## src/hsms_session_control_engine_assert.svh

```systemverilog
// Assertion macros for the HSMS session control engine; empty under SYNTH.
`ifndef HSMS_SESSION_CONTROL_ENGINE_ASSERT_SVH
`define HSMS_SESSION_CONTROL_ENGINE_ASSERT_SVH

`ifndef SYNTH
// Checked property, clocked on clk and held off while rst_n is low.
`define HSCE_ASSERT(label, clk, rst_n, prop) \
    label: assert property (@(posedge clk) disable iff (!(rst_n)) (prop)) \
        else $error("hsce assertion failed");
// Checked property that also holds during reset.
`define HSCE_ASSERT_ALWAYS(label, clk, prop) \
    label: assert property (@(posedge clk) (prop)) \
        else $error("hsce assertion failed");
`else
`define HSCE_ASSERT(label, clk, rst_n, prop)
`define HSCE_ASSERT_ALWAYS(label, clk, prop)
`endif

`endif

```

## src/hsce_pkg.sv

```systemverilog
// Shared types, codes and helper functions for the HSMS session control engine.
`default_nettype none

package hsce_pkg;

    // Number of pending transaction slots and derived widths.
    localparam int PENDING_SLOTS = 8;
    localparam int SLOT_W        = (PENDING_SLOTS > 1) ? $clog2(PENDING_SLOTS) : 1;

    // Control session id carried by every control message.
    localparam logic [15:0] CTRL_SID = 16'hFFFF;

    // Received SType codes.
    localparam logic [7:0] ST_DATA         = 8'd0;
    localparam logic [7:0] ST_SELECT_REQ   = 8'd1;
    localparam logic [7:0] ST_SELECT_RSP   = 8'd2;
    localparam logic [7:0] ST_DESELECT_REQ = 8'd3;
    localparam logic [7:0] ST_DESELECT_RSP = 8'd4;
    localparam logic [7:0] ST_LINKTEST_REQ = 8'd5;
    localparam logic [7:0] ST_LINKTEST_RSP = 8'd6;
    localparam logic [7:0] ST_REJECT_REQ   = 8'd7;
    localparam logic [7:0] ST_SEPARATE_REQ = 8'd9;

    // Configuration register indexes.
    localparam logic [1:0] CFG_ACCEPT_SELECT     = 2'd0;
    localparam logic [1:0] CFG_PEND_LIMIT        = 2'd1;
    localparam logic [1:0] CFG_MAX_LINK_FAILURES = 2'd2;

    // Session mode.
    typedef enum logic [1:0] {
        MODE_DISC = 2'd0,
        MODE_CONN = 2'd1,
        MODE_SEL  = 2'd2
    } t_mode;

    // Request kinds.
    typedef enum logic [2:0] {
        REQ_HEADER   = 3'd0,
        REQ_REGISTER = 3'd1,
        REQ_RETIRE   = 3'd2,
        REQ_LINK     = 3'd3,
        REQ_LINKTEST = 3'd4
    } t_req;

    // Message to send.
    typedef enum logic [2:0] {
        SEND_NONE         = 3'd0,
        SEND_SELECT_RSP   = 3'd1,
        SEND_DESELECT_RSP = 3'd2,
        SEND_LINKTEST_RSP = 3'd3,
        SEND_REJECT_REQ   = 3'd4
    } t_send;

    // Error codes.
    typedef enum logic [1:0] {
        ERR_NONE       = 2'd0,
        ERR_TABLE_FULL = 2'd1,
        ERR_PROTOCOL   = 2'd2
    } t_err;

    // Input transaction.
    typedef struct packed {
        logic [2:0]  req_type;
        logic [15:0] sess_id;
        logic [7:0]  s_type;
        logic [7:0]  status_byte;
        logic [31:0] sys_bytes;
        logic        event_flag;
    } t_hsms_req;

    // Result transaction.
    typedef struct packed {
        logic [2:0]  send_kind;
        logic        send_status;
        logic [15:0] echo_sess_id;
        logic [31:0] echo_sys_bytes;
        logic [7:0]  echo_type;
        logic        close_link;
        logic        deliver_data;
        logic        matched;
        logic [2:0]  matched_slot;
        logic [1:0]  err_code;
        logic [1:0]  mode_after;
        logic [7:0]  cancelled_slots;
    } t_hsms_rsp;

    // Update command for the pending table.
    typedef struct packed {
        logic [PENDING_SLOTS-1:0] clr;
        logic                     wr;
        logic [SLOT_W-1:0]        wr_slot;
        logic [31:0]              wr_sb;
        logic [7:0]               wr_ty;
    } t_tbl_upd;

    // Per-slot compare results of the pending table.
    typedef struct packed {
        logic [PENDING_SLOTS-1:0] valid;
        logic [PENDING_SLOTS-1:0] match;
        logic [PENDING_SLOTS-1:0] sb_eq;
        logic [PENDING_SLOTS-1:0] data;
    } t_tbl_stat;

    // Index of the lowest set bit; zero when no bit is set.
    function automatic logic [SLOT_W-1:0] lowest_set(input logic [PENDING_SLOTS-1:0] v);
        logic [SLOT_W-1:0] idx;
        idx = '0;
        for (int i = PENDING_SLOTS - 1; i >= 0; i--) begin
            if (v[i]) begin
                idx = SLOT_W'(i);
            end
        end
        return idx;
    endfunction

endpackage

`default_nettype wire

```

## src/hsce_slot_table.sv

```systemverilog
// Pending transaction table with parallel compare against the current header.
`default_nettype none

module hsce_slot_table (
    input  wire logic                 i_clk,
    input  wire logic                 i_rst_n,
    input  wire logic [31:0]          i_sb,
    input  wire logic [7:0]           i_ty,
    input  wire hsce_pkg::t_tbl_upd   i_upd,
    output hsce_pkg::t_tbl_stat       o_stat
);

    logic [hsce_pkg::PENDING_SLOTS-1:0] r_valid;
    logic [31:0]                        r_sb [hsce_pkg::PENDING_SLOTS];
    logic [7:0]                         r_ty [hsce_pkg::PENDING_SLOTS];
    logic [hsce_pkg::PENDING_SLOTS-1:0] n_valid;

    // Compare every slot against the header in parallel.
    always_comb begin
        for (int i = 0; i < hsce_pkg::PENDING_SLOTS; i++) begin
            o_stat.valid[i] = r_valid[i];
            o_stat.sb_eq[i] = r_valid[i] && (r_sb[i] == i_sb);
            o_stat.match[i] = r_valid[i] && (r_sb[i] == i_sb) && (r_ty[i] == i_ty);
            o_stat.data[i]  = r_valid[i] && (r_ty[i] == hsce_pkg::ST_DATA);
        end
    end

    // Clears apply first; a write then marks its slot valid.
    always_comb begin
        n_valid = r_valid & ~i_upd.clr;
        if (i_upd.wr) begin
            n_valid[i_upd.wr_slot] = 1'b1;
        end
    end

    // Valid bits are control state and reset; entry contents are written before use.
    always_ff @(posedge i_clk) begin
        if (!i_rst_n) begin
            r_valid <= '0;
        end else begin
            r_valid <= n_valid;
        end
    end

    always_ff @(posedge i_clk) begin
        if (i_upd.wr) begin
            r_sb[i_upd.wr_slot] <= i_upd.wr_sb;
            r_ty[i_upd.wr_slot] <= i_upd.wr_ty;
        end
    end

endmodule

`default_nettype wire

```

## src/hsms_session_control_engine.sv

```systemverilog
// HSMS-SS session control engine: session mode, pending table and linktest failures.
//
// Usage:
// - Input channel (i_in_valid, o_in_stall, i_in_data) carries one request per
//   transaction: a received header, a register or retire of a pending
//   transaction, a link event or a linktest outcome.
// - Output channel (o_out_valid, i_out_stall, o_out_data) returns exactly one
//   result per request, in order.
// - Configuration is a plain write port (i_cfg_we, i_cfg_idx, i_cfg_wdata);
//   the user must write it only while no request is in flight; the block does not enforce this.
// Timing:
// - A request accepted into the input register is decided there, and its result
//   is registered in the output register when the request fires; a stalled output
//   holds the request in the input register until then.
// - One request per cycle is sustained while the receiver does not stall; the decision
//   for a request is combinational logic around the table's eight-slot parallel compare.
// - When the receiver stalls, the held result stays put and one more request
//   waits in the input register; after that o_in_stall rises.
// Reset (synchronous, active low) sets the link disconnected, clears the
// table and the failure count, and restores the configuration defaults.
`default_nettype none

`include "hsms_session_control_engine_assert.svh"

module hsms_session_control_engine (
    input  wire logic                i_clk,
    input  wire logic                i_rst_n,
    input  wire logic                i_in_valid,
    output logic                     o_in_stall,
    input  wire hsce_pkg::t_hsms_req i_in_data,
    output logic                     o_out_valid,
    input  wire logic                i_out_stall,
    output hsce_pkg::t_hsms_rsp      o_out_data,
    input  wire logic                i_cfg_we,
    input  wire logic [1:0]          i_cfg_idx,
    input  wire logic [7:0]          i_cfg_wdata
);

    // Configuration registers.
    logic       r_accept_select;
    logic [3:0] r_pend_limit;
    logic [7:0] r_max_link_fail;

    // Pipeline registers.
    logic                r_in_vld;
    hsce_pkg::t_hsms_req r_in;
    logic                r_out_vld;
    hsce_pkg::t_hsms_rsp r_out;

    // Session state.
    hsce_pkg::t_mode r_mode;
    hsce_pkg::t_mode n_mode;
    logic [7:0]      r_fail_cnt;
    logic [7:0]      n_fail_cnt;

    // Decision signals.
    logic                               adv;
    logic                               fire;
    hsce_pkg::t_tbl_upd                 upd;
    hsce_pkg::t_tbl_stat                stat;
    hsce_pkg::t_hsms_rsp                n_rsp;
    hsce_pkg::t_send                    send;
    hsce_pkg::t_err                     err;
    logic [hsce_pkg::PENDING_SLOTS-1:0] cancel;
    logic [hsce_pkg::PENDING_SLOTS-1:0] retire_clr;
    logic [hsce_pkg::SLOT_W-1:0]        mslot;
    logic                               sstat;
    logic                               close;
    logic                               deliver;
    logic                               match;
    logic [7:0]                         etype;
    logic [7:0]                         pend_cnt;
    logic [7:0]                         pend_lim;
    logic [7:0]                         fail_lim;
    logic [7:0]                         fail_inc;

    // The input register advances when the output register is free or being taken.
    assign adv        = !r_out_vld || !i_out_stall;
    assign fire       = r_in_vld && adv;
    assign o_in_stall = r_in_vld && !adv;

    always_ff @(posedge i_clk) begin
        if (!i_rst_n) begin
            r_in_vld <= 1'b0;
        end else if (!o_in_stall) begin
            r_in_vld <= i_in_valid;
        end
    end

    always_ff @(posedge i_clk) begin
        if (i_in_valid && !o_in_stall) begin
            r_in <= i_in_data;
        end
    end

    // Configuration writes; indexes beyond the register list are ignored.
    always_ff @(posedge i_clk) begin
        if (!i_rst_n) begin
            r_accept_select <= 1'b1;
            r_pend_limit    <= 4'd8;
            r_max_link_fail <= 8'd3;
        end else if (i_cfg_we) begin
            case (i_cfg_idx)
                hsce_pkg::CFG_ACCEPT_SELECT:     r_accept_select <= i_cfg_wdata[0];
                hsce_pkg::CFG_PEND_LIMIT:        r_pend_limit    <= i_cfg_wdata[3:0];
                hsce_pkg::CFG_MAX_LINK_FAILURES: r_max_link_fail <= i_cfg_wdata;
                default: ;
            endcase
        end
    end

    // Pending table.
    hsce_slot_table u_slot_table (
        .i_clk   (i_clk),
        .i_rst_n (i_rst_n),
        .i_sb    (r_in.sys_bytes),
        .i_ty    (r_in.s_type),
        .i_upd   (upd),
        .o_stat  (stat)
    );

    // Limits: a zero limit counts as one, the pending limit is capped at the table size.
    always_comb begin
        pend_cnt = 8'($countones(stat.valid));
        if (r_pend_limit == 4'd0) begin
            pend_lim = 8'd1;
        end else if (8'(r_pend_limit) > 8'(hsce_pkg::PENDING_SLOTS)) begin
            pend_lim = 8'(hsce_pkg::PENDING_SLOTS);
        end else begin
            pend_lim = 8'(r_pend_limit);
        end
        fail_lim = (r_max_link_fail == 8'd0) ? 8'd1 : r_max_link_fail;
        fail_inc = (r_fail_cnt == 8'hFF) ? r_fail_cnt : r_fail_cnt + 8'd1;
    end

    // Session decision and next state for the request in the input register.
    always_comb begin
        n_mode      = r_mode;
        n_fail_cnt  = r_fail_cnt;
        send        = hsce_pkg::SEND_NONE;
        err         = hsce_pkg::ERR_NONE;
        sstat       = 1'b0;
        close       = 1'b0;
        deliver     = 1'b0;
        match       = 1'b0;
        mslot       = '0;
        etype       = 8'd0;
        cancel      = '0;
        retire_clr  = '0;
        upd.wr      = 1'b0;
        upd.wr_slot = '0;
        upd.wr_sb   = r_in.sys_bytes;
        upd.wr_ty   = r_in.s_type;

        case (hsce_pkg::t_req'(r_in.req_type))
            hsce_pkg::REQ_HEADER: begin
                if (r_mode != hsce_pkg::MODE_DISC) begin
                    if (r_in.s_type == hsce_pkg::ST_DATA) begin
                        // Data: fulfills a pending entry or goes inbound when selected.
                        if (|stat.match) begin
                            match = 1'b1;
                            mslot = hsce_pkg::lowest_set(stat.match);
                        end else if (r_mode == hsce_pkg::MODE_SEL) begin
                            deliver = 1'b1;
                        end
                    end else if (r_in.sess_id != hsce_pkg::CTRL_SID) begin
                        // Control message with a bad session id drops the link.
                        close      = 1'b1;
                        err        = hsce_pkg::ERR_PROTOCOL;
                        n_mode     = hsce_pkg::MODE_DISC;
                        n_fail_cnt = 8'd0;
                        cancel     = stat.valid;
                    end else begin
                        case (r_in.s_type)
                            hsce_pkg::ST_SELECT_REQ: begin
                                send = hsce_pkg::SEND_SELECT_RSP;
                                if (!r_accept_select) begin
                                    sstat  = 1'b1;
                                    n_mode = hsce_pkg::MODE_CONN;
                                    cancel = stat.data;
                                end else if (r_mode == hsce_pkg::MODE_SEL) begin
                                    sstat = 1'b1;
                                end else begin
                                    n_mode     = hsce_pkg::MODE_SEL;
                                    n_fail_cnt = 8'd0;
                                end
                            end
                            hsce_pkg::ST_SELECT_RSP: begin
                                if (|stat.match) begin
                                    match = 1'b1;
                                    mslot = hsce_pkg::lowest_set(stat.match);
                                    if (r_in.status_byte == 8'd0 &&
                                        r_mode != hsce_pkg::MODE_SEL) begin
                                        n_mode     = hsce_pkg::MODE_SEL;
                                        n_fail_cnt = 8'd0;
                                    end
                                end
                            end
                            hsce_pkg::ST_DESELECT_REQ: begin
                                send   = hsce_pkg::SEND_DESELECT_RSP;
                                n_mode = hsce_pkg::MODE_CONN;
                                cancel = stat.data;
                            end
                            hsce_pkg::ST_DESELECT_RSP: begin
                                if (|stat.match) begin
                                    match = 1'b1;
                                    mslot = hsce_pkg::lowest_set(stat.match);
                                end
                                n_mode = hsce_pkg::MODE_CONN;
                                cancel = stat.data;
                            end
                            hsce_pkg::ST_LINKTEST_RSP: begin
                                if (|stat.match) begin
                                    match = 1'b1;
                                    mslot = hsce_pkg::lowest_set(stat.match);
                                end
                            end
                            hsce_pkg::ST_LINKTEST_REQ: begin
                                send = hsce_pkg::SEND_LINKTEST_RSP;
                            end
                            hsce_pkg::ST_REJECT_REQ: begin
                                // A received reject needs no action here.
                            end
                            hsce_pkg::ST_SEPARATE_REQ: begin
                                close      = 1'b1;
                                n_mode     = hsce_pkg::MODE_DISC;
                                n_fail_cnt = 8'd0;
                                cancel     = stat.valid;
                            end
                            default: begin
                                // Unknown control type is answered with a reject.
                                send  = hsce_pkg::SEND_REJECT_REQ;
                                etype = r_in.s_type;
                            end
                        endcase
                    end
                end
            end
            hsce_pkg::REQ_REGISTER: begin
                // Reuse an entry with equal system bytes, else the lowest free slot.
                if (pend_cnt >= pend_lim) begin
                    err = hsce_pkg::ERR_TABLE_FULL;
                end else begin
                    upd.wr = 1'b1;
                    if (|stat.sb_eq) begin
                        upd.wr_slot = hsce_pkg::lowest_set(stat.sb_eq);
                    end else begin
                        upd.wr_slot = hsce_pkg::lowest_set(~stat.valid);
                    end
                    mslot = upd.wr_slot;
                end
            end
            hsce_pkg::REQ_RETIRE: begin
                if (|stat.sb_eq) begin
                    retire_clr[hsce_pkg::lowest_set(stat.sb_eq)] = 1'b1;
                end
            end
            hsce_pkg::REQ_LINK: begin
                n_fail_cnt = 8'd0;
                cancel     = stat.valid;
                if (!r_in.event_flag) begin
                    n_mode = hsce_pkg::MODE_CONN;
                end else begin
                    close  = 1'b1;
                    n_mode = hsce_pkg::MODE_DISC;
                end
            end
            hsce_pkg::REQ_LINKTEST: begin
                if (r_mode == hsce_pkg::MODE_SEL) begin
                    if (!r_in.event_flag) begin
                        n_fail_cnt = 8'd0;
                    end else if (fail_inc >= fail_lim) begin
                        close      = 1'b1;
                        n_mode     = hsce_pkg::MODE_DISC;
                        n_fail_cnt = 8'd0;
                        cancel     = stat.valid;
                    end else begin
                        n_fail_cnt = fail_inc;
                    end
                end
            end
            default: ;
        endcase

        upd.clr = cancel | retire_clr;

        // Only a firing request changes the table.
        if (!fire) begin
            upd.clr = '0;
            upd.wr  = 1'b0;
        end

        n_rsp.send_kind       = send;
        n_rsp.send_status     = sstat;
        n_rsp.echo_sess_id    = (send != hsce_pkg::SEND_NONE) ? r_in.sess_id : 16'd0;
        n_rsp.echo_sys_bytes  = (send != hsce_pkg::SEND_NONE) ? r_in.sys_bytes : 32'd0;
        n_rsp.echo_type       = etype;
        n_rsp.close_link      = close;
        n_rsp.deliver_data    = deliver;
        n_rsp.matched         = match;
        n_rsp.matched_slot    = 3'(mslot);
        n_rsp.err_code        = err;
        n_rsp.mode_after      = n_mode;
        n_rsp.cancelled_slots = 8'(cancel);
    end

    // Session state advances with each decided request.
    always_ff @(posedge i_clk) begin
        if (!i_rst_n) begin
            r_mode     <= hsce_pkg::MODE_DISC;
            r_fail_cnt <= 8'd0;
        end else if (fire) begin
            r_mode     <= n_mode;
            r_fail_cnt <= n_fail_cnt;
        end
    end

    // Output register.
    always_ff @(posedge i_clk) begin
        if (!i_rst_n) begin
            r_out_vld <= 1'b0;
        end else if (fire) begin
            r_out_vld <= 1'b1;
        end else if (!i_out_stall) begin
            r_out_vld <= 1'b0;
        end
    end

    always_ff @(posedge i_clk) begin
        if (fire) begin
            r_out <= n_rsp;
        end
    end

    assign o_out_valid = r_out_vld;
    assign o_out_data  = r_out;

    // A request held back by a stalled output keeps its place.
    `HSCE_ASSERT(a_in_hold, i_clk, i_rst_n, o_in_stall |=> r_in_vld && $stable(r_in))
    // Closing the link always leaves the session disconnected.
    `HSCE_ASSERT(a_close_disc, i_clk, i_rst_n,
        r_out_vld && r_out.close_link |-> r_out.mode_after == hsce_pkg::MODE_DISC)
    // Inbound data is only delivered while selected and never alongside a match.
    `HSCE_ASSERT(a_deliver_sel, i_clk, i_rst_n,
        r_out_vld && r_out.deliver_data |->
        r_out.mode_after == hsce_pkg::MODE_SEL && !r_out.matched)
    // Slots reported as cancelled are gone from the table right after.
    `HSCE_ASSERT(a_cancel_gone, i_clk, i_rst_n,
        fire |=> (8'(stat.valid) & r_out.cancelled_slots) == 8'd0)

endmodule

`default_nettype wire

```

## config.mk

```make
export PLATFORM = sky130hd
export DESIGN_NAME = hsms_session_control_engine
export DESIGN_NICKNAME = d
export VERILOG_FILES = /design/src/hsce_pkg.sv /design/src/hsce_slot_table.sv /design/src/hsms_session_control_engine.sv
export VERILOG_INCLUDE_DIRS = /design/src /design/src/src
export SDC_FILE = /design/constraint.sdc
export NUM_CORES = 1
export LEC_CHECK = 0
export BUFFER_PORTS_ARGS = -buffer_cell sky130_fd_sc_hd__buf_2
export CAP_MARGIN = 20
export CORE_ASPECT_RATIO = 2
export CORE_MARGIN = 5
export CORE_UTILIZATION = 32
export CTS_CLUSTER_DIAMETER = 50
export DETAILED_ROUTE_END_ITERATION = 12
export PLACE_DENSITY = 0.56
export REMOVE_ABC_BUFFERS = 1
export SYNTH_ARGS = -nofsm -noshare
export SYNTH_HDL_FRONTEND = slang
export SYNTH_SLANG_ARGS = --single-unit
```

## constraint.sdc

```tcl
create_clock -name i_clk -period 8.55 [get_ports i_clk]
set_input_delay 1.71 -clock i_clk [delete_from_list [all_inputs] [get_ports i_clk]]
set_output_delay 1.71 -clock i_clk [all_outputs]
set_load 0.1 [all_outputs]
```

==> run_results.csv <==
group,metric,value,unit
placement,hpwl,38.9,mm
clock_tree,ctsHoldBuffers,0,
synth,synth-edff-count,466,
global_routing,grt_overflow,0,
timing,layout_setup_ws,2.60,ns
layout,fin_area,0.0250,mm2
global_routing,grt_pass1_vias,13268,
drt,routed_wirelength,56.7,mm
layout,syn_to_final_growth,16.9,%
clock_tree,cts_inserted_buffers,47,
synth,netlist_area,0.0214,mm2
layout,drive_gt1_share,18.0,%
synth,netlist_instances,1484,
synth,synthFlopType,"edfxtp_1",
timing,max_slew_margin,28.8,%
layout,finish.net_count,1787,
drt,ant_nets,0,
clock_tree,cts-root-buf,"clkbuf_16",
drt,drc_errors,0,
placement,gp_congestion,0.894,
die,die-height,376,um
setup_path,startpoint_type,"flop",
clock_tree,cts-htree-levels,2,
drt,top_layer_used,"met5",
min_path,worstHoldPathCells,2,
die,dieArea,0.0724,mm2
synth,syn_avg_cell_area,14.4,um2
die,core,0.0666,mm2
synth,synth-seq-cells,499,
drt,via_per_inst,4.86,
drt,firstDrtPassIters,5,
timing,rsz0062_at_grt,"no",
power,power_leakage,8.50,nW
setup_path,r2r_end,"u_slot_table.r_sb[1][22]",
min_path,holdPathEnd,"o_out_valid",
synth,ys_types,68,
timing,tns,0,ns
power,p_per_area,205,mW/mm2
global_routing,grt_pass1_wl,83.7,mm
power,finalPower,0.00514,W
setup_path,cp-end-kind,"flop",
timing,final_hold_viol_count,0,
timing,timing.final.crit_share,69.5,%
clock_tree,clkTransAtPathRegs,0.07,ns
clock_tree,cts_setup_buffers,0,
setup_path,slowest_stage,"nor4b_2",
clock_tree,clock_latency,0.60,ns
synth,yosysWarnings,0,
global_routing,antenna_found_initial,2,
timing,timing.fmax,168,MHz
synth,seq_area_frac_synth,68.5,%
placement,io_buffers,162,
power,vdd_drop_max,0.131,mV
run_status,outcome,"finished clean",
layout,final_cell_mix,"edfxtp_1 (466), xor2_1 (189), buf_2 (162)",
setup_path,worstPathCellList,"fa_1 > inv_1 > fa_1 > fa_1 > inv_1 > ha_1 > fa_1 > ha_1 > a21o_1 > a21o_1 > a21oi_1 > and2_1 > nand2_1 > nor4b_2 > buf_4",
setup_path,critical_path_peak_fanout,33,
power,p_clk_share,39.4,%
die,start_util,32.1,%
setup_path,r2r_start,"u_slot_table.r_valid[0]",
setup_path,worstPathRequired,8.77,ns
power,switching_share,24.1,%
synth,synth-async-reset-ratio,0,%
drt,route.met3.wl,2.27,mm
drt,vias,12657,
clock_tree,cts.sinks,499,
setup_path,max_stage_delay,0.92,ns
timing,tightestPinTransition,1.07,ns
setup_path,crit_top_cell,"fa_1",
die,num_rows,134,
die,fp.dieW,193,um
power,pwr-share-comb,7.4,%
drt,met1_length,20.5,mm
power,switchingPower,0.00124,W
timing,setup_violations,0,
min_path,min_from,"r_in_vld",
clock_tree,tritoncts,"done",
global_routing,grt_usage,15.4,%
global_routing,grt_max_degree,69,
power,pwr-share-seq,53.2,%
timing,slew_viol_final,0,
drt,drt_iter0_markers,592,
min_path,hold_path_class,"reg2reg",
clock_tree,clock_path_buffers,3,
layout,mostFrequentLayoutCell,"edfxtp_1",
timing,skew,0.0253,ns
power,power.internal,0.00390,W
setup_path,crit_type,"reg2reg",
run,drv_cap,0,
drt,route.met2.wl,31.7,mm
placement,pre_cts_slack,2.64,ns
drt,post_drt_wl_per_cell,21.8,um
setup_path,r2r_slack,2.60,ns
clock_tree,ctsResizeCount,0,
setup_path,reg2reg_depth,15,
setup_path,cp_data_arrival_time,6.17,ns
placement,placed_area,0.0235,mm2
die,io-pin-count,163,
timing,fin_crit,5.95,ns
-- layer usage --
metal	up-vias	GRT usage (%)
li1	5861	-
met1	6370	16.2
met2	316	30.0
met3	108	2.05
met4	2	6.21
met5	-	0
-- how the worst max path moves through the flow --
stage | start | to | slack [ns] | cells after the start
after floorplan | i_out_stall | u_slot_table.r_sb[1][0] | -0.28 | 5
after global placement | u_slot_table.r_valid[0] | u_slot_table.r_sb[1][15] | 2.81 | 15
after detailed placement | u_slot_table.r_valid[0] | u_slot_table.r_sb[1][18] | 2.64 | 15
after CTS | u_slot_table.r_valid[0] | u_slot_table.r_sb[1][21] | 2.66 | 15
after global routing | u_slot_table.r_valid[0] | u_slot_table.r_sb[1][22] | 2.32 | 15
final | u_slot_table.r_valid[0] | u_slot_table.r_sb[1][22] | 2.60 | 15
-- per-stage QoR --
stage | utilization, % | instances | hold slack, ns
after floorplan | - | 1419 | 0.445
after global placement | 35.2 | 2515 | 0.471
after detailed placement | 35.2 | 2515 | 0.480
after CTS | 37.4 | 2600 | 0.497
after global routing | 37.6 | 2604 | 0.530
final | 37.6 | 2605 | 0.496
-- cells in the mapped netlist, types with 16 or more instances --
cell type	number	share of area (%)
a21oi_1	43	1.0
and2_1	40	1.2
buf_2	32	0.75
clkbuf_1	27	0.47
dfxtp_1	33	3.1
edfxtp_1	466	65
ha_1	16	0.94
inv_1	41	0.72
nand2_1	67	1.2
nand3_1	22	0.51
nand4_1	40	1.2
nor2_1	42	0.74
nor3_1	16	0.37
nor4_1	74	2.2
o21ai_0	31	0.73
xnor2_1	126	5.2
xor2_1	189	7.7
-- registers in the layout, indices dropped and copies added (netlist names) --
name                  count
r_in                     68
r_fail_cnt                8
u_slot_table.r_sb       256
r_pend_limit              4
u_slot_table.r_ty        64
r_max_link_fail           8
o_out_valid               1
r_accept_select           1
u_slot_table.r_valid      8
o_out_data               78
r_in_vld                  1
r_mode                    2
-- layout make-up --
type	instances	area, um2
fillers	6333	41600
repair buffers	216	1270
clock buffers	54	1220
clock inverters	31	244
diodes	1	2.50
flip-flops and latches	499	14700
well taps	884	1110
inverters	41	156
multi-input cells	879	6350
-- power by group through the flow --
stage | Combinational [W] | Clock [W] | Sequential [W]
after floorplan | 0.000101 | 0 | 0.00294
after global routing | 0.000409 | 0.00217 | 0.00273
after CTS | 0.000393 | 0.00209 | 0.00273
final | 0.000383 | 0.00202 | 0.00273
after global placement | 0.000388 | 0 | 0.00278
after detailed placement | 0.000392 | 0 | 0.00279
-- worst max-delay path: cells and delay by family, from the launching register on --
kind,cells,cell delay (ns)
and+or+nand+nor,3,1.35
adders and majority gates,6,2.50
AOI/OAI and AO/OA,3,0.63
buffers and inverters,3,0.65
DFF,1,0.40
-- cells by family after synthesis --
| kind of cell | synth area share, % |
|---|---|
| adder cells (fa/ha/maj) | 1.31 |
| multiplexers | 0.562 |
| flip-flops | 68.5 |
| AO/OA/AOI/OAI | 4.41 |
| AND/OR/NAND/NOR | 10.2 |
| XOR/XNOR | 12.9 |
| buffers and inverters | 2.10 |
(Power assumes the default switching activity.)
